`src/rtl/pfc_pkg.sv`:
```
// ----------------------------------------------------------------------------
// pfc_pkg
// shared types, letter codes and key square helpers for the digraph cipher
// ----------------------------------------------------------------------------
package pfc_pkg;

    // geometry of the key square
    localparam int SQUARE_SIDE = 5;
    localparam int LETTER_W    = 5;
    localparam int ROW_W       = SQUARE_SIDE * LETTER_W;
    localparam int IDX_W       = $clog2(SQUARE_SIDE);

    // default depth of the pair queue between front and back
    localparam int QUEUE_DEPTH = 4;

    // letter codes
    localparam logic [LETTER_W-1:0] CODE_I = 5'd8;
    localparam logic [LETTER_W-1:0] CODE_J = 5'd9;
    localparam logic [LETTER_W-1:0] CODE_X = 5'd23;

    // configuration register indexes
    localparam int CFG_IDX_W = 3;
    localparam logic [CFG_IDX_W-1:0] CFG_IDX_ROW0 = 3'd0;
    localparam logic [CFG_IDX_W-1:0] CFG_IDX_ROW4 = 3'd4;
    localparam logic [CFG_IDX_W-1:0] CFG_IDX_MODE = 3'd5;

    // key square, row 0 first, column 0 in the low bits of each row
    typedef logic [SQUARE_SIDE-1:0][ROW_W-1:0] square_t;

    // one digraph waiting to be transformed
    typedef struct packed {
        logic [LETTER_W-1:0] first;
        logic [LETTER_W-1:0] second;
        logic                last;
    } pair_t;

    // write request from the front into the queue
    typedef struct packed {
        logic wr0;
        logic wr1;
    } push_t;

    // position of a letter in the square
    typedef struct packed {
        logic             found;
        logic [IDX_W-1:0] row;
        logic [IDX_W-1:0] col;
    } loc_t;

    // letter held at a given row and column
    function automatic logic [LETTER_W-1:0] cell_at(input square_t sq,
                                                    input logic [IDX_W-1:0] r,
                                                    input logic [IDX_W-1:0] c);
        return sq[r][c*LETTER_W +: LETTER_W];
    endfunction

    // first match in row-major order wins, so scan backwards and overwrite
    function automatic loc_t locate(input square_t sq, input logic [LETTER_W-1:0] code);
        loc_t res;
        res = '0;
        for (int r = SQUARE_SIDE - 1; r >= 0; r--) begin
            for (int c = SQUARE_SIDE - 1; c >= 0; c--) begin
                if (sq[r][c*LETTER_W +: LETTER_W] == code) begin
                    res.found = 1'b1;
                    res.row   = IDX_W'(r);
                    res.col   = IDX_W'(c);
                end
            end
        end
        return res;
    endfunction

    // wrapping step by one, forwards when encrypting, backwards otherwise
    function automatic logic [IDX_W-1:0] shift_one(input logic [IDX_W-1:0] v,
                                                   input logic enc);
        logic [IDX_W-1:0] res;
        if (enc) begin
            res = (v == IDX_W'(SQUARE_SIDE - 1)) ? '0 : v + IDX_W'(1);
        end else begin
            res = (v == '0) ? IDX_W'(SQUARE_SIDE - 1) : v - IDX_W'(1);
        end
        return res;
    endfunction

endpackage

```
`src/rtl/pfc_front.sv`:
```
// ----------------------------------------------------------------------------
// pfc_front
// folds J to I, holds a lone first letter and groups letters into digraphs
// ----------------------------------------------------------------------------
module pfc_front (
    input  logic                         aclk,
    input  logic                         aresetn,
    input  logic                         accept,
    input  logic [pfc_pkg::LETTER_W-1:0] letter,
    input  logic                         end_of_text,
    output pfc_pkg::push_t               push,
    output pfc_pkg::pair_t               pair0,
    output pfc_pkg::pair_t               pair1
);
    import pfc_pkg::*;

    logic                pend_valid_reg, pend_valid_next;
    logic [LETTER_W-1:0] pend_letter_reg, pend_letter_next;
    logic [LETTER_W-1:0] folded;

    assign folded = (letter == CODE_J) ? CODE_I : letter;

    // pairing decision for the accepted letter
    always_comb begin
        pend_valid_next  = pend_valid_reg;
        pend_letter_next = pend_letter_reg;
        push             = '0;
        pair0            = '{first: pend_letter_reg, second: CODE_X, last: 1'b1};
        pair1            = '{first: folded, second: CODE_X, last: 1'b1};
        if (accept) begin
            if (!pend_valid_reg) begin
                if (end_of_text) begin
                    push.wr0 = 1'b1;
                    pair0    = '{first: folded, second: CODE_X, last: 1'b1};
                end else begin
                    pend_valid_next  = 1'b1;
                    pend_letter_next = folded;
                end
            end else if (folded != pend_letter_reg) begin
                push.wr0         = 1'b1;
                pair0.second     = folded;
                pend_valid_next  = 1'b0;
                pend_letter_next = '0;
            end else if (!end_of_text) begin
                // doubled letter: pad with X and keep the letter held
                push.wr0 = 1'b1;
            end else begin
                // doubled final letter gives two padded digraphs
                push.wr0         = 1'b1;
                push.wr1         = 1'b1;
                pair0.last       = 1'b0;
                pend_valid_next  = 1'b0;
                pend_letter_next = '0;
            end
        end
    end

    // held letter
    always_ff @(posedge aclk) begin
        if (!aresetn) begin
            pend_valid_reg  <= 1'b0;
            pend_letter_reg <= '0;
        end else begin
            pend_valid_reg  <= pend_valid_next;
            pend_letter_reg <= pend_letter_next;
        end
    end

endmodule

```
`src/rtl/pfc_queue.sv`:
```
// ----------------------------------------------------------------------------
// pfc_queue
// small digraph queue taking up to two entries and giving one per cycle while popped
// ----------------------------------------------------------------------------
module pfc_queue #(
    parameter int DEPTH = pfc_pkg::QUEUE_DEPTH
) (
    input  logic                      aclk,
    input  logic                      aresetn,
    input  pfc_pkg::push_t            push,
    input  pfc_pkg::pair_t            pair0,
    input  pfc_pkg::pair_t            pair1,
    input  logic                      pop,
    output pfc_pkg::pair_t            head,
    output logic                      not_empty,
    output logic                      has_room,
    output logic [$clog2(DEPTH+1)-1:0] level
);
    import pfc_pkg::*;

    localparam int PTR_W = $clog2(DEPTH);
    localparam int CNT_W = $clog2(DEPTH + 1);

    pair_t              entry_reg [DEPTH];
    logic [PTR_W-1:0]   wr_ptr_reg, wr_ptr_next;
    logic [PTR_W-1:0]   rd_ptr_reg, rd_ptr_next;
    logic [CNT_W-1:0]   count_reg, count_next;

    assign head      = entry_reg[rd_ptr_reg];
    assign not_empty = (count_reg != '0);
    assign has_room  = (count_reg <= CNT_W'(DEPTH - 2));
    assign level     = count_reg;

    // pointer and fill arithmetic
    always_comb begin
        wr_ptr_next = wr_ptr_reg + PTR_W'(push.wr0) + PTR_W'(push.wr1);
        rd_ptr_next = rd_ptr_reg + PTR_W'(pop);
        count_next  = count_reg + CNT_W'(push.wr0) + CNT_W'(push.wr1) - CNT_W'(pop);
    end

    // control state
    always_ff @(posedge aclk) begin
        if (!aresetn) begin
            wr_ptr_reg <= '0;
            rd_ptr_reg <= '0;
            count_reg  <= '0;
        end else begin
            wr_ptr_reg <= wr_ptr_next;
            rd_ptr_reg <= rd_ptr_next;
            count_reg  <= count_next;
        end
    end

    // entry storage
    always_ff @(posedge aclk) begin
        if (push.wr0) begin
            entry_reg[wr_ptr_reg] <= pair0;
        end
        if (push.wr1) begin
            entry_reg[wr_ptr_reg + PTR_W'(1)] <= pair1;
        end
    end

endmodule

```
`src/rtl/pfc_back.sv`:
```
// ----------------------------------------------------------------------------
// pfc_back
// locates a digraph in the key square and registers the transformed pair
// ----------------------------------------------------------------------------
module pfc_back (
    input  logic                         aclk,
    input  logic                         aresetn,
    input  pfc_pkg::square_t             square,
    input  logic                         encrypt,
    input  pfc_pkg::pair_t               head,
    input  logic                         not_empty,
    output logic                         pop,
    output logic                         m_tvalid,
    input  logic                         m_tready,
    output logic [15:0]                  m_tdata,
    output logic                         m_tuser,
    output logic                         m_tlast
);
    import pfc_pkg::*;

    loc_t                loc_a, loc_b;
    logic                ok;
    logic [IDX_W-1:0]    r1, c1, r2, c2;
    logic [LETTER_W-1:0] res_first, res_second;

    logic                out_valid_reg, out_valid_next;
    logic [LETTER_W-1:0] out_first_reg, out_second_reg;
    logic                out_bad_reg, out_last_reg;

    assign pop = not_empty && (!out_valid_reg || m_tready);

    // square lookup and row, column or rectangle rule
    always_comb begin
        loc_a = locate(square, head.first);
        loc_b = locate(square, head.second);
        ok    = (head.first != head.second) && loc_a.found && loc_b.found;
        r1    = loc_a.row;
        c1    = loc_a.col;
        r2    = loc_b.row;
        c2    = loc_b.col;
        if (loc_a.row == loc_b.row) begin
            c1 = shift_one(loc_a.col, encrypt);
            c2 = shift_one(loc_b.col, encrypt);
        end else if (loc_a.col == loc_b.col) begin
            r1 = shift_one(loc_a.row, encrypt);
            r2 = shift_one(loc_b.row, encrypt);
        end else begin
            c1 = loc_b.col;
            c2 = loc_a.col;
        end
        res_first  = ok ? cell_at(square, r1, c1) : '0;
        res_second = ok ? cell_at(square, r2, c2) : '0;
    end

    // output register valid
    always_comb begin
        out_valid_next = out_valid_reg;
        if (pop) begin
            out_valid_next = 1'b1;
        end else if (m_tready) begin
            out_valid_next = 1'b0;
        end
    end

    always_ff @(posedge aclk) begin
        if (!aresetn) begin
            out_valid_reg <= 1'b0;
        end else begin
            out_valid_reg <= out_valid_next;
        end
    end

    // output payload
    always_ff @(posedge aclk) begin
        if (pop) begin
            out_first_reg  <= res_first;
            out_second_reg <= res_second;
            out_bad_reg    <= !ok;
            out_last_reg   <= head.last;
        end
    end

    assign m_tvalid = out_valid_reg;
    assign m_tdata  = {6'd0, out_second_reg, out_first_reg};
    assign m_tuser  = out_bad_reg;
    assign m_tlast  = out_last_reg;

endmodule

```
`src/rtl/playfair_digraph_cipher.sv`:
```
// a result is written to the pair queue, then to the output register, after the letter that completes its digraph
// throughput: one letter per cycle while the pair queue has room; a doubled final letter yields two results,
//   drained one per cycle by the back end when m_tready is high, while the pair queue absorbs the extra
// the input stalls only when the pair queue lacks room for two digraphs
// reset clears the held letter, the queue, the output register and the key
//   square, and selects encryption
// ----------------------------------------------------------------------------
// playfair_digraph_cipher
// letter stream to digraph cipher over a configurable 5x5 key square
// ----------------------------------------------------------------------------
module playfair_digraph_cipher #(
    parameter int QUEUE_DEPTH = pfc_pkg::QUEUE_DEPTH
) (
    input  logic                          aclk,
    input  logic                          aresetn,
    // letter stream
    input  logic                          s_tvalid,
    output logic                          s_tready,
    input  logic [7:0]                    s_tdata,   // [4:0] letter
    input  logic                          s_tlast,   // end of text
    // digraph stream
    output logic                          m_tvalid,
    input  logic                          m_tready,
    output logic [15:0]                   m_tdata,   // [4:0] out_first, [9:5] out_second
    output logic                          m_tuser,   // [0] bad_pair
    output logic                          m_tlast,   // last of run
    // configuration writes
    input  logic                          cfg_wr_en,
    input  logic [pfc_pkg::CFG_IDX_W-1:0] cfg_index,
    input  logic [pfc_pkg::ROW_W-1:0]     cfg_data
);
    import pfc_pkg::*;

    square_t                        square_reg;
    logic                           encrypt_reg;
    push_t                          push;
    pair_t                          pair0, pair1, head;
    logic                           s_accept, pop, not_empty, has_room;
    logic [$clog2(QUEUE_DEPTH+1)-1:0] level;

    assign s_tready = has_room;
    assign s_accept = s_tvalid && has_room;

    // configuration registers
    always_ff @(posedge aclk) begin
        if (!aresetn) begin
            square_reg  <= '0;
            encrypt_reg <= 1'b1;
        end else if (cfg_wr_en) begin
            case (cfg_index) inside
                [CFG_IDX_ROW0:CFG_IDX_ROW4]: square_reg[cfg_index] <= cfg_data;
                CFG_IDX_MODE:                encrypt_reg <= cfg_data[0];
                default:                     ;
            endcase
        end
    end

    // pairing front end
    pfc_front u_front (
        .aclk        (aclk),
        .aresetn     (aresetn),
        .accept      (s_accept),
        .letter      (s_tdata[LETTER_W-1:0]),
        .end_of_text (s_tlast),
        .push        (push),
        .pair0       (pair0),
        .pair1       (pair1)
    );

    // digraph queue
    pfc_queue #(
        .DEPTH (QUEUE_DEPTH)
    ) u_queue (
        .aclk      (aclk),
        .aresetn   (aresetn),
        .push      (push),
        .pair0     (pair0),
        .pair1     (pair1),
        .pop       (pop),
        .head      (head),
        .not_empty (not_empty),
        .has_room  (has_room),
        .level     (level)
    );

    // transform back end
    pfc_back u_back (
        .aclk      (aclk),
        .aresetn   (aresetn),
        .square    (square_reg),
        .encrypt   (encrypt_reg),
        .head      (head),
        .not_empty (not_empty),
        .pop       (pop),
        .m_tvalid  (m_tvalid),
        .m_tready  (m_tready),
        .m_tdata   (m_tdata),
        .m_tuser   (m_tuser),
        .m_tlast   (m_tlast)
    );

    // a second digraph is only ever written alongside a first
    a_push_order: assert property (@(posedge aclk) disable iff (!aresetn)
        push.wr1 |-> push.wr0)
        else $error("second digraph pushed without first");

    // queue never holds more than its depth
    a_queue_bound: assert property (@(posedge aclk) disable iff (!aresetn)
        level <= ($clog2(QUEUE_DEPTH+1))'(QUEUE_DEPTH))
        else $error("pair queue overfilled");

    // a bad pair carries zero letters
    a_bad_zero: assert property (@(posedge aclk) disable iff (!aresetn)
        (m_tvalid && m_tuser) |-> (m_tdata == '0))
        else $error("bad pair with non-zero letters");

    // popping requires a queued digraph
    a_pop_nonempty: assert property (@(posedge aclk) disable iff (!aresetn)
        pop |-> (level != '0))
        else $error("pop from empty pair queue");

endmodule

```
`config.mk`:
```
export PLATFORM = sky130hd
export DESIGN_NAME = playfair_digraph_cipher
export DESIGN_NICKNAME = d
export VERILOG_FILES = /design/src/rtl/pfc_pkg.sv /design/src/rtl/pfc_front.sv /design/src/rtl/pfc_queue.sv /design/src/rtl/pfc_back.sv /design/src/rtl/playfair_digraph_cipher.sv
export SDC_FILE = /design/constraint.sdc
export NUM_CORES = 1
export LEC_CHECK = 0
export BUFFER_PORTS_ARGS = -buffer_cell sky130_fd_sc_hd__buf_2
export CORE_MARGIN = 2
export CORE_UTILIZATION = 55
export CTS_CLUSTER_DIAMETER = 100
export DETAILED_ROUTE_END_ITERATION = 6
export MAX_ROUTING_LAYER = met4
export PLACE_DENSITY = 0.71
export SLEW_MARGIN = 20
export SYNTH_ARGS = -nofsm -noshare
export SYNTH_HDL_FRONTEND = slang
export SYNTH_HIERARCHICAL = 1
export SYNTH_SLANG_ARGS = --single-unit
```
`constraint.sdc`:
```
create_clock -name aclk -period 7.45 [get_ports aclk]
set_input_delay 1.1175 -clock aclk [delete_from_list [all_inputs] [get_ports aclk]]
set_output_delay 1.1175 -clock aclk [all_outputs]
set_load 0.02 [all_outputs]
```
* Word-level counts from Yosys, hierarchy flattened
Memory sizes are Yosys's and may differ from the RTL's. A register that Yosys moved wholly into a read port is not among the register bits. Index checks and enable logic that the tools add are counted.
Cells by class: $add $sub $neg 15, multiply operators 2, order comparisons 7, eq/ne operators 62, shifts and indexed selects 2, muxes and demuxes 103, bitwise gates (word level) 1, reductions and logical operators 18
Operators by type and width (count):
- $mux W7 | 50
- $eq A5 B5 Y1 | 50
- $bmux W25 S3 | 2
- $bwmux W125 | 1
- $demux W25 S3 | 1
- $mux W25 | 3
- $mux W3 | 20
- $shiftx A25 B7 Y5 | 2
- $mux W5 | 7
- $mux W11 | 2
- $eq A3 B3 Y1 const B | 5
- $mux W1 | 14
- $add A3 B1 Y3 const B | 4
- $logic_not A3 Y1 | 4
- $lt A3 B4 Y1 const B | 3
- $mul A3 B3 Y6 const B | 2
- $sub A3 B1 Y3 const B | 4
- $ne A5 B5 Y1 | 2
- $add A2 B1 Y2 | 3
- $add A3 B1 Y3 | 2
- $eq A3 B3 Y1 | 2
- $ge A3 B1 Y1 const B | 2
- $logic_and A1 B1 Y1 | 6
- $mux W6 | 1
- other kinds (15) | 18
Word-level totals: register bits 152, RAM bits 44, input port bits 42, output and inout bits 20, word-level logic and storage cells 227, memories 1
Memories:
- u_queue.entry_reg | words 4, bits a word 11, rd ports 1, clocked after Yosys merged registers in 1, write ports 2, RTL line pfc_queue.sv:24 | pair_t entry_reg [DEPTH];

* Longest topological paths before layout
Gate-level depths: netlist of the first run.
word-level depth 34, mapped depth 24

* By module
The synthesis of the first run kept the hierarchy.
Modules (own cells, without submodules):
- pfc_back | times used 1, cells an instance 927, area an instance 7719.9 um^2, sequential area each 380.4 um^2
- playfair_digraph_cipher | times used 1, cells an instance 443, area an instance 4604.4 um^2, sequential area each 2522.4 um^2
- pfc_queue | times used 1, cells an instance 147, area an instance 2596.2 um^2, sequential area each 1461.4 um^2
- pfc_front | times used 1, cells an instance 70, area an instance 586.8 um^2, sequential area each 120.1 um^2

* Worst setup path before layout of the first run
OpenSTA, ideal clock, no wires.
path type reg2reg, from register, netlist name u_queue/rd_ptr_reg[0], to register u_back.out_first_reg[3] (data pin), library setup time 0.257 ns, data arrival time 5.058 ns, required time 7.193 ns, setup slack 2.135 ns, cell stages (with the launch flop) 23, path through dfxtp_1 -> buf_4 -> mux4_2 -> buf_6 -> buf_8 -> buf_12 -> xnor2_1 -> and3_1 -> nor4_1 -> nand4_1 -> or2b_1 -> inv_1 -> ha_1 -> nor2b_1 -> a211o_1 -> o21ai_0 -> nor3_1 -> a21o_1 -> buf_6 -> mux4_2 -> and3_1 -> a211o_1 -> a32o_1
RTL lines:
- end signal: assignment | RTL line pfc_back.sv:76 | out_first_reg <= res_first;
- end: declaration | RTL line pfc_back.sv:27 | logic [LETTER_W-1:0] out_first_reg, out_second_reg;

==> summary.md, run 1 <==
| Metric | Value |
|---|---|
| Status | finished with violations |
| Violated checks | DRC |
| Largest net degree at the start of global routing | 74 |
| Die width | 171.9 µm |
| Tmin final | 7.062 ns |
| Ant. Diodes | 0 |
| Mapped Area | 0.01551 mm² |
| Max reg flops | 125 |
| Synthesized area per cell | 9.772 µm² |
| CTS Buffer Depth | 2 |
| # DRC | 1 |
| IO Pins | 62 |
| RSZ-0062 raised after global routing | no |
| Fin nets | 1,694 |
| Max FO, Critical Path | 19 |
| Cell mode on critical path | buf_4 |
| DRT antenna net count | 0 |
| CTS H-tree lvls | 4 |
| First-pass GRT wire length | 75,620 µm |
| Synth top area cells | dfxtp_1 18%, mux2i_1 13%, edfxtp_1 11% |
| CP arrival | 7.34 ns |
| Worst setup SP type | register |
| Synth Flop Type | dfxtp_1 |
| Critical path's slowest cell | mux4_2 |
| Slowest cell delay on critical path | 0.88 ns |
| DIE AREA | 0.02955 mm² |
| Post-CTS setup buffer count | 0 |
| Placed Cells | 1,993 |
| CP required | 7.73 ns |
| Vert. Die Dim | 171.9 µm |
| Top cells by count, synth | 196 x mux2i_1, 183 x nand2_1, 140 x dfxtp_1, 136 x xor2_1, 131 x xnor2_1 |
| Number of port buffers | 52 |
| Initial antenna violation count | 0 |
| Yosys top cell by area | dfxtp_1 |
| Initial Util | 0.5582 |
| Hold/Removal Path Class | reg2reg |
| Post-synthesis sequential area ratio | 0.2892 |
| Tcrit/Tclk final | 0.9479 |
| Cells after synthesis | 1,587 |
| Row cnt | 61 |
| Clk root buf | clkbuf_16 |
| Final HPWL from detailed placement | 37,020 µm |
| GRT Total Usage | 0.3531 |
| Worst slew margin | 0.1304 |
| Final core occ | 0.5997 |
| Fill count | 2,450 |
| Crit-path cells | mux4_2, buf_4, xnor2_1, nand3_1, nor3_1, nor2b_1, a2111oi_0, a2111o_1, a211o_1, o2111a_1, nand2_4, mux2i_4, buf_4, buf_4, mux2i_1, mux2i_1, o211ai_1, a32o_1 |
| Worst slew pin tran | 1.295 ns |
| Post-CTS resize count | 0 |
| Routed WL | 50,340 µm |
| CTS tree | done |
| DR WL/cell | 24.86 µm |
| Iteration-0 DRC Markers | 1,723 |
| Vias post-DR | 13,110 |
| Sum of negative setup slack | 0 ns |
| Placeable Area | 0.02778 mm² |
| Final std cells w/o fill | 2,025 |
| CP Class | reg2reg |
| Count leader, synth | mux2i_1 |
| Yosys warning count | 6 |
| Nature of the critical path endpoint | register |
| Total grt overflow | 0 |
| Later-pin clock latency in the skew report | 0.46 ns |
| Ys async rst share | 0 |
| Final setup vio count | 0 |
| Endpoints failing hold | 0 |
| Vias/cell | 6.475 |
| Pre-Repair DR Iteration Count | 7 |
| Max Slew Vio Count | 0 |
| Max Cap Viol | 0 |
| Clock-pin slew on the worst setup and hold paths | 0.07 ns |
| Clk_skew | 0.02376 ns |
| CTS Buf Count | 17 |
| Post-synth top area share | 0.1807 |
| F_max | 0.1416 GHz |
| CTS Hold Buffers Added | 0 |
| Post-synth EDFFs | 56 |
| Area Overhead vs Synth | 7.439% |
| Vias in the first global route | 12,290 |
| Library cells used by synthesis | 107 |
| Yosys reg bits | 196 |
| GP Congestion | 1.074 |
| Num Clock Sinks | 196 |
| Share of cells above drive strength 1 | 0.1858 |
==> worst max-delay path: cells and delay by family (launching register included) <==
kind / cells / cell delay [ns]
and+or+nand+nor: 4 / 0.98
DFF: 1 / 0.75
xor gates and xnor gates: 1 / 0.11
AOI/OAI and AO/OA: 6 / 2.26
muxes: 4 / 1.94
buffers and inverters: 3 / 0.83
==> worst paths after layout <==
| check | from | end | slack (ns) | depth (start not counted) |
|---|---|---|---|---|
| hold / removal | square_reg[48] | square_reg[48] | 0.55 | 2 |
| setup / recovery | u_queue/rd_ptr_reg[1] | u_back/out_first_reg[3] | 0.39 | 18 |
| hold reg to reg | square_reg[48] | square_reg[48] | 0.55 | 2 |
| setup reg to reg | u_queue/rd_ptr_reg[1] | u_back/out_first_reg[3] | 0.39 | 18 |
==> cell families (layout without fill, tap and decap cells) <==
kind of cell	count (synthesis)	after routing	synth area share
other	3	12	0.0007261
AOI/OAI and AO/OA	211	211	0.1093
muxes	289	289	0.2180
DFF	196	196	0.2892
adders and majority gates	18	18	0.01598
and+or+nand+nor	456	456	0.1540
xor gates and xnor gates	267	267	0.1508
buffers and inverters	147	198	0.06197
==> routing by layer <==
metal	up-vias	wire, µm	track usage	part of all wire
met3	127	5149	0.06706	0.10
met5	-	0	-	0
met2	762	22280	0.5275	0.44
li1	5827	-	-	-
met1	6396	21280	0.4822	0.42
met4	0	1633	0.1187	0.032
==> cell type report <==
cell class	instances	area [µm²]	share of cell area
Clock inverter	14	138.9	0.008336
Multi-Input combinational cell	1253	10120	0.6075
Inverter	31	116.4	0.006984
Clock buffer	18	429.2	0.02576
Timing Repair Buffer	135	898.4	0.05392
Sequential cell	196	4484	0.2691
Tap cell	378	473.0	0.02839
==> placed cells by master, fill, tap and decap left out, types with 5 or more instances in the layout <==
master,synthesis,layout
ha_1,15,15
a311oi_1,5,5
o21ai_0,29,28
xnor2_1,131,131
nand3_1,65,65
nor3_1,54,54
inv_1,31,31
mux2_1,6,6
buf_4,28,83
nand3b_1,6,6
o311a_1,9,9
a41o_1,5,5
and2_1,14,14
edfxtp_1,56,56
mux2_2,46,46
nand2b_1,8,8
mux2i_1,196,195
a22oi_1,7,7
nor2b_1,9,9
nor2_1,37,36
a211oi_1,9,9
mux4_2,28,28
buf_2,29,51
a211o_1,9,9
o21a_1,5,5
a31oi_1,6,6
dfxtp_1,140,140
a21oi_1,30,30
conb_1,3,12
o211ai_1,16,16
and3_1,16,16
nand4_1,9,9
a32o_1,9,9
clkbuf_16,0,17
nand2_1,183,183
mux2_4,12,12
xor2_1,136,136
==> stage by stage <==
| step | setup slack [ns] | instance area, µm² | hold WS, ns |
|---|---|---|---|
| CTS | 0.7966 | 16660 | 0.5448 |
| floorplan | 2.135 | 15540 | 0.4841 |
| global placement | 0.9334 | 16090 | 0.5219 |
| finish | 0.3879 | 16660 | 0.5468 |
| global route | 0.3078 | 16660 | 0.5584 |
| detailed placement | 0.8021 | 16090 | 0.5331 |
Power of run 1 is not shown: default switching activity piles up to over one toggle a cycle in this logic, so the estimate is an artifact.
==> run 2, diff against run 1 <==
Settings changed: CORE_MARGIN 2 to 5, SYNTH_HIERARCHICAL 1 to default.
==> run 2 against run 1 <==
  * Synthesized cell count up 10%
  * Clock skew down 0.0058 ns
  * Sequential cell count unchanged
  * The flow now finishes without violations
  * Cell count up 4.5%
  * Routed wire length down 1.7%
  * Synthesized area down 3.6%
  * Register-to-register slack better by 0.34 ns
  * Non-clock buffer count down 27
  * Global-route usage down 2.4 points
  * Worst hold slack worse by 0.062 ns
==> summary.md, run 2 <==
| Metric | Value |
|---|---|
| Status | complete, no violations |
| Reg area | 0.004244 mm² |
| Synth Flop Type | dfxtp_1 |
| Routed WL | 49,490 µm |
| Tcrit/Tclk final | 0.9027 |
| DIE AREA | 0.03059 mm² |
| First-pass GRT wire length | 76,760 µm |
| Post-synth top area share | 0.2195 |
| Post-synth EDFFs | 32 |
| Multi-input logic area | 0.009854 mm² |
| Vias/cell | 6.338 |
| CTS Buffer Depth | 2 |
| Fill count | 2,393 |
| Max Cap Viol | 0 |
| Mapped Area | 0.01496 mm² |
| Sum of negative setup slack | 0 ns |
| Post-CTS setup buffer count | 0 |
| Worst Reg2Reg Path Length in Cells | 18 |
| Count leader, synth | nand2_1 |
| CP required | 7.64 ns |
| Nature of the critical path endpoint | register |
| Max Slew Vio Count | 0 |
| Max reg flops | 125 |
| Hold path endpoint | square_reg[103] |
| Placeable Area | 0.02688 mm² |
| Max FO, Critical Path | 24 |
| RSZ-0062 raised after global routing | no |
| Worst setup SP type | register |
| Cells after synthesis | 1,745 |
| Clock-pin slew on the worst setup and hold paths | 0.09 ns |
| FF-to-FF End | u_back.out_second_reg[0] |
| Fin nets | 1,822 |
| Clk root buf | clkbuf_16 |
| Area Overhead vs Synth | 7.262% |
| Largest net degree at the start of global routing | 71 |
| Later-pin clock latency in the skew report | 0.45 ns |
| CP arrival | 6.92 ns |
| CTS H-tree lvls | 4 |
| Ant. Diodes | 0 |
| Top cells by count, synth | 338 x nand2_1, 196 x xnor2_1, 164 x dfxtp_1, 121 x a21boi_0, 74 x nand3_1 |
| Clk_skew | 0.01797 ns |
| Final setup vio count | 0 |
| Ys async rst share | 0 |
| Yosys reg bits | 196 |
| Vias post-DR | 13,410 |
| Post-synthesis sequential area ratio | 0.2838 |
| DR WL/cell | 23.39 µm |
| Leading cell type in the layout, fill and taps excluded | nand2_1 |
| Hold path depth | 2 |
| Reg-to-Reg Start | u_queue.rd_ptr_reg[0] |
| Yosys top cell by area | dfxtp_1 |
| CTS tree | done |
| GP Congestion | 1.026 |
| Final HPWL from detailed placement | 35,850 µm |
| Post-CTS resize count | 0 |
| Commonest non-fill, non-tap cells in the layout | 338 x nand2_1, 196 x xnor2_1, 164 x dfxtp_1, 120 x a21boi_0, 74 x nand3_1 |
| Library cells used by synthesis | 86 |
| IO Pins | 62 |
| F_max | 0.1487 GHz |
| Initial Util | 0.5565 |
| Initial antenna violation count | 0 |
| Num Clock Sinks | 196 |
| Min-delay src | square_reg[103] |
| DRT antenna net count | 0 |
| GRT Total Usage | 0.3288 |
| Worst slew pin tran | 1.066 ns |
| Synth top area cells | dfxtp_1 22%, xnor2_1 11%, nand2_1 8.5% |
| CTS Hold Buffers Added | 0 |
| Post-synthesis compound-gate area fraction | 0.1640 |
| Mux cell area share after synthesis | 0.1206 |
| Tmin final | 6.725 ns |
| Die width | 174.9 µm |
| Post-Synth Adder-Cell Area | 0.01656 |
| Number of port buffers | 52 |
| Total grt overflow | 0 |
| Hold/Removal Path Class | reg2reg |
| Yosys warning count | 0 |
| # DRC | 0 |
| Main combinational cell family by area after synthesis | simple AND/OR/NAND/NOR gates |
| Vias in the first global route | 12,440 |
| Synth Area in XOR/XNOR | 0.1569 |
| Share of cells above drive strength 1 | 0.1403 |
| Endpoints failing hold | 0 |
| Pre-Repair DR Iteration Count | 6 |
| CP Class | reg2reg |
| Worst slew margin | 0.2895 |
| Synth Area in Simple Gates | 0.1972 |
| Iteration-0 DRC Markers | 1,544 |
| CTS Buf Count | 17 |
| Row cnt | 60 |
| R2R setup slack | 0.72 ns |
| Synthesized area per cell | 8.571 µm² |
| Vert. Die Dim | 174.9 µm |
[run 2: critical path: stages (launching register included)]
cell	delay, ns
dfxtp_1	0.49
buf_4	0.28
mux4_2	0.92
xnor2_1	0.26
nand3_1	0.12
nor3_1	0.11
nor4_1	0.60
o211ai_1	0.20
a311oi_2	0.56
inv_1	0.21
ha_1	0.29
mux2i_1	0.16
o21ai_0	0.11
and3_1	0.33
nor2_4	0.54
mux2_2	0.41
mux4_2	0.55
a22oi_1	0.17
nand3_1	0.12
[run 2: worst max-delay path by stage]
stage | start | endpoint | cells after the start
after floorplan | u_queue.rd_ptr_reg[0] | u_back.out_first_reg[0] | 20
after global placement | u_queue.rd_ptr_reg[0] | u_back.out_second_reg[3] | 19
after detailed placement | u_queue.rd_ptr_reg[0] | u_back.out_second_reg[0] | 18
after CTS | u_queue.rd_ptr_reg[0] | u_back.out_second_reg[3] | 19
after global routing | u_queue.rd_ptr_reg[1] | u_back.out_second_reg[3] | 18
final | u_queue.rd_ptr_reg[0] | u_back.out_second_reg[0] | 18
[run 2: per-layer routing]
metal  routed length (µm)  GRT usage
met3                 4256    0.04890
met4                 1192    0.08085
met5                    0          -
met2                22400     0.5044
met1                21640     0.4605
[run 2: layout make-up]
type / instances / area share
Clock buffer: 17 / 0.02652
Clock inverter: 15 / 0.01396
Inverter: 49 / 0.01147
Multi-Input combinational cell: 1390 / 0.6143
Sequential cell: 196 / 0.2646
Tap cell: 341 / 0.02660
Timing Repair Buffer: 108 / 0.04259
[run 2: cells by family (layout without fill, tap and decap cells)]
family / Yosys count / in the layout
fa+ha+maj: 18 / 18
xor+xnor: 268 / 268
flops: 196 / 196
mux: 136 / 136
other cells: 1 / 6
simple gates: 636 / 636
buf+inv: 164 / 189
compound gates: 326 / 326
[run 2: through the flow]
stage	instances	instance area (µm²)	setup slack, ns	hold slack [ns]	util
5_1_grt	2116	16040	0.4097	0.5049	0.5969
6_report	2116	16040	0.7246	0.4846	0.5969
4_1_cts	2116	16040	0.8084	0.4827	0.5969
2_1_floorplan	1750	14970	2.333	0.4354	-
3_3_place_gp	2084	15390	0.9027	0.4457	0.5727
3_5_place_dp	2084	15390	0.8448	0.4672	0.5727
Power of run 2 is left out for the same reason.
==> run 3, diff against run 2 <==
Settings changed: CORE_ASPECT_RATIO from default to 0.9, PLACE_DENSITY 0.71 to 0.73.
Clock period 7.45 ns to 7.7 ns, I/O delays scaled along.
==> run 3 against run 2 <==
  * Critical path depth decreased by 2
  * First-iteration DRC count up 11%
  * Non-clock buffer count rose by 1
  * Via count up 1.3%
  * Cell count increased by 0.76%
  * Setup slack worse by 0.23 ns
  * Clock skew down 0.0044 ns
  * Critical path type unchanged
  * Largest cell class unchanged
==> summary.md, run 3 (synthesis results as in run 2) <==
| Metric | Value |
|---|---|
| Share of cells above drive strength 1 | 0.1391 |
| Tcrit/Tclk final | 0.9359 |
| Leading cell type in the layout, fill and taps excluded | nand2_1 |
| FF-to-FF End | u_back.out_second_reg[1] |
| Row cnt | 57 |
| CTS H-tree lvls | 4 |
| Fin nets | 1,823 |
| Crit path buffers/inverters | 1 |
| Cell mode on critical path | nand3_1 |
| Clock-pin slew on the worst setup and hold paths | 0.08 ns |
| Hold path endpoint | square_reg[103] |
| Clk root buf | clkbuf_16 |
| Worst Reg2Reg Path Length in Cells | 16 |
| Endpoints failing hold | 0 |
| Pre-Repair DR Iteration Count | 5 |
| Fin worst setup slack | 0.4932 ns |
| First-pass GRT wire length | 78,470 µm |
| Commonest non-fill, non-tap cells in the layout | 338 x nand2_1, 196 x xnor2_1, 164 x dfxtp_1, 120 x a21boi_0, 74 x nand3_1 |
| Number of port buffers | 52 |
| Sum of negative setup slack | 0 ns |
| CTS Buffer Depth | 2 |
| Largest delay share family, worst path | simple AND/OR/NAND/NOR gates |
| Worst setup SP type | register |
| Fill count | 2,373 |
| Status | complete, no violations |
| CTS Hold Buffers Added | 0 |
| Crit-path cells | buf_4, mux4_2, xnor2_1, nand3_1, nor3_1, nor2b_1, a211oi_2, a221oi_1, o22ai_1, a221oi_4, and2_1, mux2_2, or3b_2, a22oi_1, a311o_1, nand3_1 |
| CTS tree | done |
| CP arrival | 7.36 ns |
| Vias/cell | 6.370 |
| Largest net degree at the start of global routing | 92 |
| Die width | 183.8 µm |
| Slowest cell delay on critical path | 0.91 ns |
| Hold/Removal Path Class | reg2reg |
| Nature of the critical path endpoint | register |
| F_max | 0.1388 GHz |
| Min-delay src | square_reg[103] |
| Post-CTS resize count | 0 |
| Later-pin clock latency in the skew report | 0.46 ns |
| # DRC | 0 |
| Initial antenna violation count | 2 |
| DR WL/cell | 24.25 µm |
| Multi-input logic area | 0.009856 mm² |
| Max Cap Viol | 0 |
| Num Clock Sinks | 196 |
| R2R setup slack | 0.49 ns |
| Max FO, Critical Path | 23 |
| Max reg flops | 125 |
| CTS Buf Count | 17 |
| CP required | 7.85 ns |
| WL met2 | 22,320 µm |
| Vert. Die Dim | 166.4 µm |
| Post-CTS setup buffer count | 0 |
| Max Slew Vio Count | 0 |
| CP Class | reg2reg |
| Total grt overflow | 0 |
| Placeable Area | 0.02689 mm² |
| Hold path depth | 2 |
| Area Overhead vs Synth | 7.245% |
| Clk_skew | 0.01360 ns |
| Worst slew pin tran | 1.021 ns |
| Final HPWL from detailed placement | 37,090 µm |
| GP Congestion | 1.041 |
| Post-Route M1 WL | 22,380 µm |
| Final setup vio count | 0 |
| Reg area | 0.004244 mm² |
| Routed WL | 51,690 µm |
| IO Pins | 62 |
| Reg-to-Reg Start | u_queue.rd_ptr_reg[0] |
| Max Used Layer | met4 |
| Final core occ | 0.5965 |
| Vias in the first global route | 12,790 |
| Dpl ws | 0.8037 ns |
| DIE AREA | 0.03059 mm² |
| Vias post-DR | 13,580 |
| RSZ-0062 raised after global routing | no |
| Worst slew margin | 0.3192 |
| DRT antenna net count | 0 |
| GRT Total Usage | 0.3404 |
| Critical path's slowest cell | mux4_2 |
| Iteration-0 DRC Markers | 1,720 |
| Met3 wire length | 4815 µm |
| Tmin final | 7.207 ns |
| Initial Util | 0.5562 |
[run 3: per-stage QoR]
| stage | cells | hold WS [ns] | instance area [µm²] |
|---|---|---|---|
| 3_3_place_gp | 2098 | 0.4474 | 15410 |
| 5_1_grt | 2132 | 0.5082 | 16040 |
| 2_1_floorplan | 1750 | 0.4354 | 14970 |
| 6_report | 2132 | 0.4795 | 16040 |
| 4_1_cts | 2130 | 0.4798 | 16030 |
| 3_5_place_dp | 2098 | 0.4526 | 15410 |
[run 3: layer usage]
metal  global-route usage  up-vias
met5                    -        -
met4               0.1337        0
met3              0.05431      135
met2               0.4938      750
met1               0.4769     6565
li1                     -     6131
[run 3: worst min-delay path, cell delays in order (launching register included)]
cell and delay, ns:
dfxtp_1 0.32, nand2_1 0.05, a21boi_0 0.07
[run 3: area by class of cell]
| class | count | share of cell area |
|---|---|---|
| Clock inverter | 14 | 0.01186 |
| Sequential cell | 196 | 0.2646 |
| Multi-Input combinational cell | 1390 | 0.6145 |
| Antenna cell | 2 | 0.0003120 |
| Timing Repair Buffer | 109 | 0.04291 |
| Clock buffer | 18 | 0.02676 |
| Inverter | 49 | 0.01147 |
| Tap cell | 354 | 0.02762 |
[run 3: how the worst max path moves through the flow]
stage / from / cells past startpoint / endpoint / slack, ns
CTS: u_queue.rd_ptr_reg[0] / 16 / u_back.out_second_reg[1] / 0.78
floorplan: u_queue.rd_ptr_reg[0] / 20 / u_back.out_first_reg[0] / 2.58
global placement: u_queue.rd_ptr_reg[0] / 15 / u_back.out_second_reg[1] / 0.89
global route: u_queue.rd_ptr_reg[0] / 17 / u_back.out_first_reg[0] / 0.24
finish: u_queue.rd_ptr_reg[0] / 16 / u_back.out_second_reg[1] / 0.49
detailed placement: u_queue.rd_ptr_reg[0] / 16 / u_back.out_second_reg[1] / 0.80
Power of run 3 is left out for the same reason.
